===== src/rtl/core/fbl_pkg.sv =====
// Package for the amplifier current foldback limiter: widths, reset values,
// register index codes and the structs passed between the modules.
// No dependencies.
package fbl_pkg;

	// Width of the budget timer.
	localparam int TIMER_BITS = 16;
	localparam int CMP_W = (TIMER_BITS > 16) ? TIMER_BITS : 16;
	localparam int PROD_W = 24 + TIMER_BITS;
	localparam int CAP_W = ((PROD_W > 31) ? PROD_W : 31) + 1;
	localparam longint TIMER_MAX_L = (longint'(1) << TIMER_BITS) - 1;
	localparam logic [TIMER_BITS-1:0] TIMER_MAX = '1;

	localparam int CFG_INDEX_W = 3;
	localparam int CFG_DATA_W = 24;
	localparam int IN_TDATA_W = 24;
	localparam int OUT_TDATA_W = 32;

	// Register reset values.
	localparam logic [14:0] CONT_RST = 15'd2560;
	localparam logic [14:0] PEAK_RST = 15'd5120;
	localparam logic [15:0] BUDGET_RST = 16'd3000;
	localparam logic [23:0] SLOPE_RST = 24'd65536;
	localparam logic [23:0] GAIN_RST = 24'd4096;
	localparam logic [14:0] CEIL_RST = 15'd8192;
	localparam logic LIMIT_EN_RST = 1'b0;

	// State reset values follow from the register reset values.
	localparam longint TIMER_RST_L = (longint'(BUDGET_RST) < TIMER_MAX_L) ?
		longint'(BUDGET_RST) : TIMER_MAX_L;
	localparam logic [TIMER_BITS-1:0] TIMER_RST = TIMER_BITS'(TIMER_RST_L);
	localparam logic [31:0] LEVEL_RST = {1'b0, CEIL_RST, 16'd0};

	typedef enum logic [CFG_INDEX_W-1:0] {
		REG_CONTINUOUS = 3'd0,
		REG_PEAK       = 3'd1,
		REG_BUDGET     = 3'd2,
		REG_SLOPE      = 3'd3,
		REG_GAIN       = 3'd4,
		REG_CEILING    = 3'd5,
		REG_ENABLE     = 3'd6
	} reg_index_t;

	typedef struct packed {
		logic [14:0] continuous_current;
		logic [14:0] peak_current;
		logic [15:0] budget_ticks;
		logic [23:0] slope_per_tick;
		logic [23:0] recovery_gain;
		logic [14:0] counter_ceiling;
		logic        limit_enable;
	} cfg_t;

	typedef struct packed {
		logic               amp_enabled;
		logic signed [15:0] target_current;
	} item_t;

	typedef struct packed {
		logic               foldback_active;
		logic [14:0]        present_limit;
		logic signed [15:0] drive_current;
	} result_t;

endpackage


===== src/rtl/core/fbl_cfg.sv =====
// Configuration register file of the foldback limiter.
// Depends on fbl_pkg for the register index codes and the cfg_t struct.
module fbl_cfg (
	input  logic                           clk,
	input  logic                           arst_n,
	input  logic                           cfg_we,
	input  logic [fbl_pkg::CFG_INDEX_W-1:0] cfg_index,
	input  logic [fbl_pkg::CFG_DATA_W-1:0]  cfg_wdata,
	output fbl_pkg::cfg_t                  cfg
);

	fbl_pkg::cfg_t cfg_q;

	always_ff @(posedge clk or negedge arst_n) begin
		if (!arst_n) begin
			cfg_q.continuous_current <= fbl_pkg::CONT_RST;
			cfg_q.peak_current       <= fbl_pkg::PEAK_RST;
			cfg_q.budget_ticks       <= fbl_pkg::BUDGET_RST;
			cfg_q.slope_per_tick     <= fbl_pkg::SLOPE_RST;
			cfg_q.recovery_gain      <= fbl_pkg::GAIN_RST;
			cfg_q.counter_ceiling    <= fbl_pkg::CEIL_RST;
			cfg_q.limit_enable       <= fbl_pkg::LIMIT_EN_RST;
		end else if (cfg_we) begin
			unique case (fbl_pkg::reg_index_t'(cfg_index))
				fbl_pkg::REG_CONTINUOUS: cfg_q.continuous_current <= cfg_wdata[14:0];
				fbl_pkg::REG_PEAK:       cfg_q.peak_current       <= cfg_wdata[14:0];
				fbl_pkg::REG_BUDGET:     cfg_q.budget_ticks       <= cfg_wdata[15:0];
				fbl_pkg::REG_SLOPE:      cfg_q.slope_per_tick     <= cfg_wdata[23:0];
				fbl_pkg::REG_GAIN:       cfg_q.recovery_gain      <= cfg_wdata[23:0];
				fbl_pkg::REG_CEILING:    cfg_q.counter_ceiling    <= cfg_wdata[14:0];
				fbl_pkg::REG_ENABLE:     cfg_q.limit_enable       <= cfg_wdata[0];
				default: begin
				end
			endcase
		end
	end

	assign cfg = cfg_q;

endmodule


===== src/rtl/core/fbl_estimator.sv =====
// Foldback state (flag, level counter, budget timer, limit) and the per-tick
// update and output clamp. Depends on fbl_pkg for widths, reset values and structs.
module fbl_estimator (
	input  logic            clk,
	input  logic            arst_n,
	input  fbl_pkg::cfg_t   cfg,
	input  logic            advance,
	input  fbl_pkg::item_t  item,
	output fbl_pkg::result_t result
);

	logic                            flag_q;
	logic [31:0]                     level_q;
	logic [fbl_pkg::TIMER_BITS-1:0]  timer_q;
	logic [14:0]                     limit_q;

	logic signed [16:0]              cmd_ext;
	logic [16:0]                     mag;
	logic                            over;
	logic                            budget_low;
	logic                            flag_n;
	logic                            est_zero;
	logic [31:0]                     level_a;
	logic [31:0]                     level_b;
	logic [30:0]                     ic_ext;
	logic [30:0]                     ceil_ext;
	logic [17:0]                     est_ext;
	logic [17:0]                     diff;
	logic [39:0]                     rec_prod;
	logic [31:0]                     inc;
	logic [32:0]                     sum;
	logic [fbl_pkg::TIMER_BITS-1:0]  timer_n;
	logic [fbl_pkg::PROD_W-1:0]      cap_prod;
	logic [fbl_pkg::CAP_W-1:0]       cap;
	logic [fbl_pkg::CAP_W-17:0]      cap_hi;
	logic [15:0]                     level_hi;
	logic [14:0]                     lim0;
	logic [14:0]                     lim;
	logic signed [16:0]              lim_s;
	logic signed [16:0]              drive_ext;

	assign cmd_ext  = {item.target_current[15], item.target_current};
	assign mag      = cmd_ext[16] ? 17'(-cmd_ext) : 17'(cmd_ext);
	assign over     = mag > {2'b00, cfg.continuous_current};
	assign budget_low = fbl_pkg::CMP_W'(timer_q) < fbl_pkg::CMP_W'(cfg.budget_ticks);
	assign ic_ext   = {cfg.continuous_current, 16'd0};
	assign ceil_ext = {cfg.counter_ceiling, 16'd0};

	// Foldback entry and exit; entering with a budget not yet full reloads the counter.
	always_comb begin
		flag_n   = flag_q;
		est_zero = 1'b0;
		level_a  = level_q;
		if (!item.amp_enabled) begin
			flag_n   = 1'b0;
			est_zero = 1'b1;
		end else if (!flag_q && over) begin
			flag_n = 1'b1;
			if (budget_low) begin
				level_a = {1'b0, limit_q, 16'd0};
			end
		end else if (flag_q && !over) begin
			flag_n = 1'b0;
		end
	end

	assign est_ext  = est_zero ? 18'd0 : {{2{item.target_current[15]}}, item.target_current};
	assign diff     = {3'b000, cfg.continuous_current} - est_ext;
	assign rec_prod = 40'(cfg.recovery_gain) * 40'(diff[15:0]);
	assign inc      = (!diff[17] && diff != 18'd0) ? rec_prod[39:8] : 32'd0;
	assign sum      = {1'b0, level_a} + {1'b0, inc};

	always_comb begin
		level_b = level_a;
		timer_n = timer_q;
		if (flag_n) begin
			if (level_a > {1'b0, ic_ext}) begin
				level_b = (level_a > {8'd0, cfg.slope_per_tick}) ?
					level_a - {8'd0, cfg.slope_per_tick} : 32'd0;
			end else begin
				level_b = {1'b0, ic_ext};
			end
			if (timer_q != '0) begin
				timer_n = timer_q - 1'b1;
			end
		end else begin
			if (level_a < {1'b0, ceil_ext}) begin
				level_b = sum[32] ? 32'hFFFF_FFFF : sum[31:0];
			end else begin
				level_b = {1'b0, ceil_ext};
			end
			if (budget_low && timer_q != fbl_pkg::TIMER_MAX) begin
				timer_n = timer_q + 1'b1;
			end
		end
	end

	// The floor of a minimum is the minimum of the floors, so the compares
	// work on the integer amp bits only.
	assign cap_prod = fbl_pkg::PROD_W'(cfg.slope_per_tick) * fbl_pkg::PROD_W'(timer_n);
	assign cap      = fbl_pkg::CAP_W'(ic_ext) + fbl_pkg::CAP_W'(cap_prod);
	assign cap_hi   = cap[fbl_pkg::CAP_W-1:16];
	assign level_hi = level_b[31:16];
	assign lim0     = (level_hi < {1'b0, cfg.peak_current}) ? level_hi[14:0] : cfg.peak_current;
	assign lim      = (cap_hi < (fbl_pkg::CAP_W-16)'(lim0)) ? cap_hi[14:0] : lim0;
	assign lim_s    = {2'b00, lim};

	always_comb begin
		drive_ext = cmd_ext;
		if (cfg.limit_enable) begin
			if (cmd_ext > lim_s) begin
				drive_ext = lim_s;
			end else if (cmd_ext < -lim_s) begin
				drive_ext = -lim_s;
			end
		end
	end

	assign result.drive_current   = drive_ext[15:0];
	assign result.present_limit   = lim;
	assign result.foldback_active = flag_n;

	always_ff @(posedge clk or negedge arst_n) begin
		if (!arst_n) begin
			flag_q  <= 1'b0;
			level_q <= fbl_pkg::LEVEL_RST;
			timer_q <= fbl_pkg::TIMER_RST;
			limit_q <= fbl_pkg::PEAK_RST;
		end else if (advance) begin
			flag_q  <= flag_n;
			level_q <= level_b;
			timer_q <= timer_n;
			limit_q <= lim;
		end
	end

endmodule


===== src/rtl/core/amplifier_current_foldback_limiter_core.sv =====
// Amplifier current foldback limiter, top level.
// The result is combinational on the input stage register, valid in the cycle
// after the input transaction, and is registered in the output stage. One item
// per cycle while the output is not stalled; the state updates on each advance.
// A full input stage can be held while an earlier result waits downstream.
// Reset (arst_n, asynchronous): registers take their defaults, foldback clear,
// level counter at ceiling, budget full, limit at peak current, pipeline empty.
module amplifier_current_foldback_limiter_core (
	input  logic                             clk,
	input  logic                             arst_n,
	input  logic                             cfg_we,
	input  logic [fbl_pkg::CFG_INDEX_W-1:0]  cfg_index,
	input  logic [fbl_pkg::CFG_DATA_W-1:0]   cfg_wdata,
	input  logic                             s_axis_tvalid,
	output logic                             s_axis_tready,
	// [15:0] target_current, [16] amp_enabled, [23:17] zero
	input  logic [fbl_pkg::IN_TDATA_W-1:0]   s_axis_tdata,
	output logic                             m_axis_tvalid,
	input  logic                             m_axis_tready,
	// [15:0] drive_current, [30:16] present_limit, [31] foldback_active
	output logic [fbl_pkg::OUT_TDATA_W-1:0]  m_axis_tdata
);

	fbl_pkg::cfg_t    cfg;
	fbl_pkg::item_t   item_s1;
	logic             valid_s1;
	fbl_pkg::result_t result;
	fbl_pkg::result_t result_s2;
	logic             valid_s2;
	logic             advance;

	// The item in the input stage moves on whenever the output stage is free
	// or is emptied by a transaction in the same cycle.
	assign advance       = valid_s1 && (!valid_s2 || m_axis_tready);
	assign s_axis_tready = !valid_s1 || advance;

	always_ff @(posedge clk or negedge arst_n) begin
		if (!arst_n) begin
			valid_s1 <= 1'b0;
			valid_s2 <= 1'b0;
		end else begin
			if (s_axis_tready) begin
				valid_s1 <= s_axis_tvalid;
			end
			if (advance) begin
				valid_s2 <= 1'b1;
			end else if (m_axis_tready) begin
				valid_s2 <= 1'b0;
			end
		end
	end

	always_ff @(posedge clk) begin
		if (s_axis_tready && s_axis_tvalid) begin
			item_s1 <= s_axis_tdata[16:0];
		end
		if (advance) begin
			result_s2 <= result;
		end
	end

	fbl_cfg u_cfg (
		.clk       (clk),
		.arst_n    (arst_n),
		.cfg_we    (cfg_we),
		.cfg_index (cfg_index),
		.cfg_wdata (cfg_wdata),
		.cfg       (cfg)
	);

	fbl_estimator u_estimator (
		.clk     (clk),
		.arst_n  (arst_n),
		.cfg     (cfg),
		.advance (advance),
		.item    (item_s1),
		.result  (result)
	);

	assign m_axis_tvalid = valid_s2;
	assign m_axis_tdata  = result_s2;

endmodule


===== config.mk =====
export PLATFORM = sky130hd
export DESIGN_NAME = amplifier_current_foldback_limiter_core
export DESIGN_NICKNAME = d
export VERILOG_FILES = /design/src/rtl/core/fbl_pkg.sv /design/src/rtl/core/fbl_cfg.sv /design/src/rtl/core/fbl_estimator.sv /design/src/rtl/core/amplifier_current_foldback_limiter_core.sv
export SDC_FILE = /design/constraint.sdc
export NUM_CORES = 2
export LEC_CHECK = 0
export ABC_AREA = 1
export BUFFER_PORTS_ARGS = -buffer_cell sky130_fd_sc_hd__buf_2
export CORE_ASPECT_RATIO = 0.75
export CORE_UTILIZATION = 50
export CTS_BUF_LIST = sky130_fd_sc_hd__clkbuf_4
export DETAILED_ROUTE_END_ITERATION = 6
export PLACE_DENSITY = 0.68
export SYNTH_ARGS = -nofsm -noshare
export SYNTH_HDL_FRONTEND = slang
export SYNTH_SLANG_ARGS = --single-unit

===== constraint.sdc =====
create_clock -name clk -period 29.8 [get_ports clk]
set_input_delay 2.98 -clock clk [delete_from_list [all_inputs] [get_ports clk]]
set_output_delay 2.98 -clock clk [all_outputs]
set_load 0.01 [all_outputs]

# After elaboration in Yosys (flattened, before gate mapping)
# Cells that the tools add are included.
# W data, S select, Z words.
# word_totals
output_inout_bits	34
latchBits	0
romBits	0
reg_bits	225
elab_cells	92
in_bits	56
mem_count	0
mem_bits_rw	0
# op_classes
mul	2
add_sub_neg	8
reduce_logical	24
bitwise	0
eq_ne	7
order_cmp	9
n_div	0
shifts	0
mux	24
# op_table
op	n
$mux W32	9
$mux W16	6
$mul A24 B16 Y40	2
$add A31 B40 Y41	1
$add A32 B32 Y33	1
$gt A32 B24 Y1	1
$gt A32 B31 Y1	1
$lt A32 B31 Y1	1
$sub A32 B24 Y32	1
$mux W15	2
$lt A25 B15 Y1	1
$mux W18	1
$reduce_bool A18 Y1	1
$sub A15 B18 Y18	1
$gt A17 B15 Y1	1
$lt A16 B17 Y1	1
$mux W17	1
$neg A15 Y17	1
$neg A16 Y17	1
$add A16 B1 Y16 const B	1
$gt A16 B16 Y1	1
$lt A16 B15 Y1	1
$lt A16 B16 Y1	1
$ne A16 B16 Y1 const B	1
other kinds (12)	35

# Depth between registers and ports, before layout
# depth
word_depth	19
ltp_mapped	131
depth_no_buf	126

# Modules after synthesis
# From an unflattened synthesis, not the netlist that was laid out.
# unflattened
cells_unflattened	5664
hier_area_um2	43080.1
# modules_own_cells
mod	n_inst	area_per_inst_um2	cells_each
fbl_estimator	1	37159.4	5116
fbl_cfg	1	4354.2	487
amplifier_current_foldback_limiter_core	1	1566.5	61

# Least setup slack after synthesis
# OpenSTA, ideal clock, no wires.
# synth_path
kind	register to register
from	register item_s1[16] (netlist bit)
to	register result_s2, in the netlist m_axis_tdata[15], data pin
arrival_ps	15808
path_stages_with_launch	111
synth_period_minus_slack_ps	16072
path_slack_ps	13728
setup_ps	264
cell_sequence	edfxtp_1 buf_2 clkbuf_1 nand2_1 ha_1 o21ai_0 nand2_1 a21oi_1 or2_2 o21ai_0 inv_1 o21ai_0 inv_1 o21ai_0 inv_1 o21ai_0 inv_1 o21ai_0 [... 75 more ...] nand3_1 nand2_1 ha_1 nand3_2 nor2_4 nand3_2 o21ai_2 nand2_1 ha_1 nand3_1 nor3_1 nand4_1 nand3_1 xor2_1 dlygate4sd1_1 a21oi_1 nand2_1 o22ai_1
# synth_lines
item	line_no	text
start: declaration	amplifier_current_foldback_limiter_core.sv:25	fbl_pkg::item_t item_s1;
start signal: assignment	amplifier_current_foldback_limiter_core.sv:55	item_s1 <= s_axis_tdata[16:0];
end signal: assignment	amplifier_current_foldback_limiter_core.sv:58	result_s2 <= result;
end: declaration	amplifier_current_foldback_limiter_core.sv:28	fbl_pkg::result_t result_s2;

==> run_results.csv <==
group,metric,value,unit
synthesis,synthArstFlopShare,78.2,%
timing,max_clock_freq,48.1,MHz
setup_path,crit_path_frequent_cell,"inv_1",
synthesis,synth_top_family_by_area,"adder cells",
synthesis,synth_area,0.0424,mm²
timing,period_needed,20.79,ns
place,post-place-ws,9.62,ns
synthesis,yosys_warnings,0,
setup_path,path_depth,109,
floorplan,io_pins,90,
cts,clk_latency,0.89,ns
setup_path,endpoint_kind,"flop",
cts,numCtsBuffers,67,
final_layout,area_growth,5.12,%
cts,cts_sinks,225,
flow_run,maxCapViolations,0,
synthesis,netlist_instances,5456,
status,status,"complete, no violations",
drt,drc_errors,0,
synthesis,synthAdderAreaFrac,42.3,%
timing,skew,0.0983,ns
grt,grt_pass1_vias,35800,
drt,dr_total_vias,36500,
cts,clk_path_buf_depth,3,
timing,fin_ws,9.01,ns
timing,period_share,69.8,%
timing,slew_headroom,18.8,%
cts,cts_tree,"built",
floorplan,die_h,254,µm
floorplan,row_count,92,
timing,slew_viol_final,0,
place,dpl.hpwl,105000,µm
synthesis,muxShareOfSynthArea,0,%
cts,post_cts_buffers,0,
drt,wirelength,131000,µm
synthesis,synth_edf_count,49,
setup_path,reg2reg_depth,109,
grt,grt_max_degree,85,
synthesis,synthXorXnorAreaFrac,2.66,%
floorplan,dieWidth,338,µm
synthesis,synth_seq_area_share,13.9,%
grt,overflow,0,
grt,grt_pass1_wl,206000,µm
setup_path,critPathTopFamily,"simple AND/OR/NAND/NOR gates",
drt,wire_per_inst,19.8,µm
min_path,hold_path_class,"reg2reg",
final_layout,drive_gt1_share,7.40,%
setup_path,crit_type,"reg2reg",
final_layout,final_util,53.0,%
drt,antenna_left,0,
cts,cts_hold_buf,0,
setup_path,cp.arrival,21.34,ns
setup_path,crit_buf_inv,24,
timing,setup_tns,0,ns
floorplan,start_util,50.4,%
timing,hold_viol,0,
final_layout,final_common_cell,"nand2_1",
synthesis,syn_nets,6567,
synthesis,synth_ff_type,"dfrtp_1",
setup_path,crit_slowest_cell,"dfrtp_1",
min_path,hold_path_depth,2,
timing,rsz0062_at_grt,"no",
synthesis,yosysUniqueCellTypes,80,
final_layout,fin_nets,6562,
cts,cts-root-buf,"clkbuf_4",
floorplan,die-area,0.0859,mm²
synthesis,synth_compound_area_share,8.69,%
grt,grt.total_usage,31.1,%
drt,drt_iter0_drc,3794,
setup_path,worst_setup_path_start_kind,"flop",
drt,via_per_inst,5.50,
cts,cts-resized-gates,0,
floorplan,core,0.0840,mm²
cts,clk_pin_slew,0.08,ns
synthesis,postSynthAreaPerCell,7.77,µm²
drt,first_pass_iters,7,
timing,tightest_slew,1.21,ns
grt,antenna_found_initial,8,
cts,h-tree-depth,3,
place,place.gp.congestion,0.965,
setup_path,cp_slowest_stage_delay,0.58,ns
setup_path,critPathMaxFanout,22,
timing,finalSetupViolCount,0,
synthesis,synthSimpleGateAreaFrac,20.2,%
final_layout,most-common-layout-cells,"nand2_1, inv_1, fa_1",
setup_path,required,30.36,ns
place,portBuffers,82,
synthesis,ys_ff_latch,225,
-- kinds of logic after synthesis --
kind of cell             count (synthesis)
buffers and inverters                 1348
flip-flops                             225
adder cells (fa/ha/maj)               1055
AO/OA/AOI/OAI                          659
AND/OR/NAND/NOR                       2041
XOR/XNOR                               128
-- layout make-up --
| cell class | instances | area, µm² |
|---|---|---|
| clock buffer | 101 | 758 |
| sequential | 225 | 5910 |
| timing repair buffer | 120 | 704 |
| fill | 8142 | 39500 |
| antenna | 6 | 15.0 |
| inverter | 1154 | 4340 |
| clock inverter | 19 | 111 |
| tap | 1128 | 1410 |
| multi-input combinational | 3883 | 31300 |
-- flip-flops by register name, indices dropped and copies added (netlist names) --
| name | cells |
|---|---|
| valid_s1 | 1 |
| u_estimator.timer_q | 16 |
| item_s1 | 17 |
| u_estimator.limit_q | 15 |
| m_axis_tdata | 32 |
| u_cfg.cfg | 110 |
| m_axis_tvalid | 1 |
| u_estimator.flag_q | 1 |
| u_estimator.level_q | 32 |
-- per-stage QoR --
stage / cells / area, µm² / hold slack, ns
5_1_grt: 6631 / 44500 / 0.508
4_1_cts: 6630 / 44500 / 0.485
2_1_floorplan: 5456 / 42400 / 0.449
3_3_place_gp: 6510 / 43700 / 0.463
6_report: 6636 / 44600 / 0.486
3_5_place_dp: 6510 / 43700 / 0.466
-- layer usage --
metal	share of wire (%)	vias to the layer above	global-route usage, %
met5	0	-	0
met4	3.0	0	9.38
met3	12	224	7.76
met2	41	1787	44.2
met1	45	17800	46.3
li1	-	16700	-
-- cell usage after synthesis (4+ instances only) --
| cell | n | area, µm² |
|---|---|---|
| nor3_2 | 4 | 40.0 |
| nand2_1 | 1260 | 4730 |
| o221ai_1 | 11 | 96.3 |
| inv_2 | 24 | 90.1 |
| o22ai_1 | 10 | 62.6 |
| nand3_1 | 124 | 621 |
| nand2_2 | 31 | 194 |
| nand2_4 | 15 | 169 |
| o21ai_0 | 320 | 1600 |
| or2_2 | 18 | 113 |
| o21a_1 | 11 | 82.6 |
| nor3_1 | 45 | 225 |
| nor4_1 | 13 | 81.3 |
| xnor2_1 | 41 | 359 |
| clkinv_1 | 8 | 30.0 |
| fa_1 | 629 | 12600 |
| o211ai_1 | 12 | 90.1 |
| dfrtp_1 | 152 | 3800 |
| a211oi_1 | 10 | 75.1 |
| clkbuf_1 | 161 | 604 |
| o21ai_2 | 7 | 61.3 |
| o21ai_1 | 7 | 35.0 |
| nor2_2 | 11 | 68.8 |
| xor2_1 | 86 | 753 |
| buf_2 | 9 | 45.0 |
| edfxtp_1 | 49 | 1470 |
| nand3_2 | 8 | 80.1 |
| a31oi_1 | 17 | 106 |
| inv_1 | 1120 | 4200 |
| nand3b_1 | 8 | 60.1 |
| a41oi_1 | 4 | 35.0 |
| nand4_1 | 33 | 206 |
| dfstp_2 | 24 | 631 |
| nor2_1 | 445 | 1670 |
| ha_1 | 426 | 5330 |
| buf_1 | 6 | 22.5 |
| o21bai_1 | 9 | 67.6 |
| buf_6 | 8 | 90.1 |
| o41ai_1 | 5 | 43.8 |
| a21oi_1 | 206 | 1030 |
-- final timing paths --
path | from | to | slack [ns]
max | u_cfg.cfg[95] | m_axis_tdata[7] | 9.01
min | u_estimator.level_q[19] | u_estimator.level_q[19] | 0.49
max reg2reg | u_cfg.cfg[95] | m_axis_tdata[7] | 9.01
min reg2reg | u_estimator.level_q[19] | u_estimator.level_q[19] | 0.49
max in group asynchronous | arst_n | u_cfg.cfg[48] | 26.22
min in group asynchronous | arst_n | u_estimator.timer_q[2] | 2.14
-- tightest hold or removal path: stages (launching register included) --
cell and delay, ns:
dfrtp_1 0.35, nand2_1 0.05, nand2_1 0.05
Power is not shown: default switching activity piles up to over one toggle a cycle in this logic, so the estimate is an artifact.
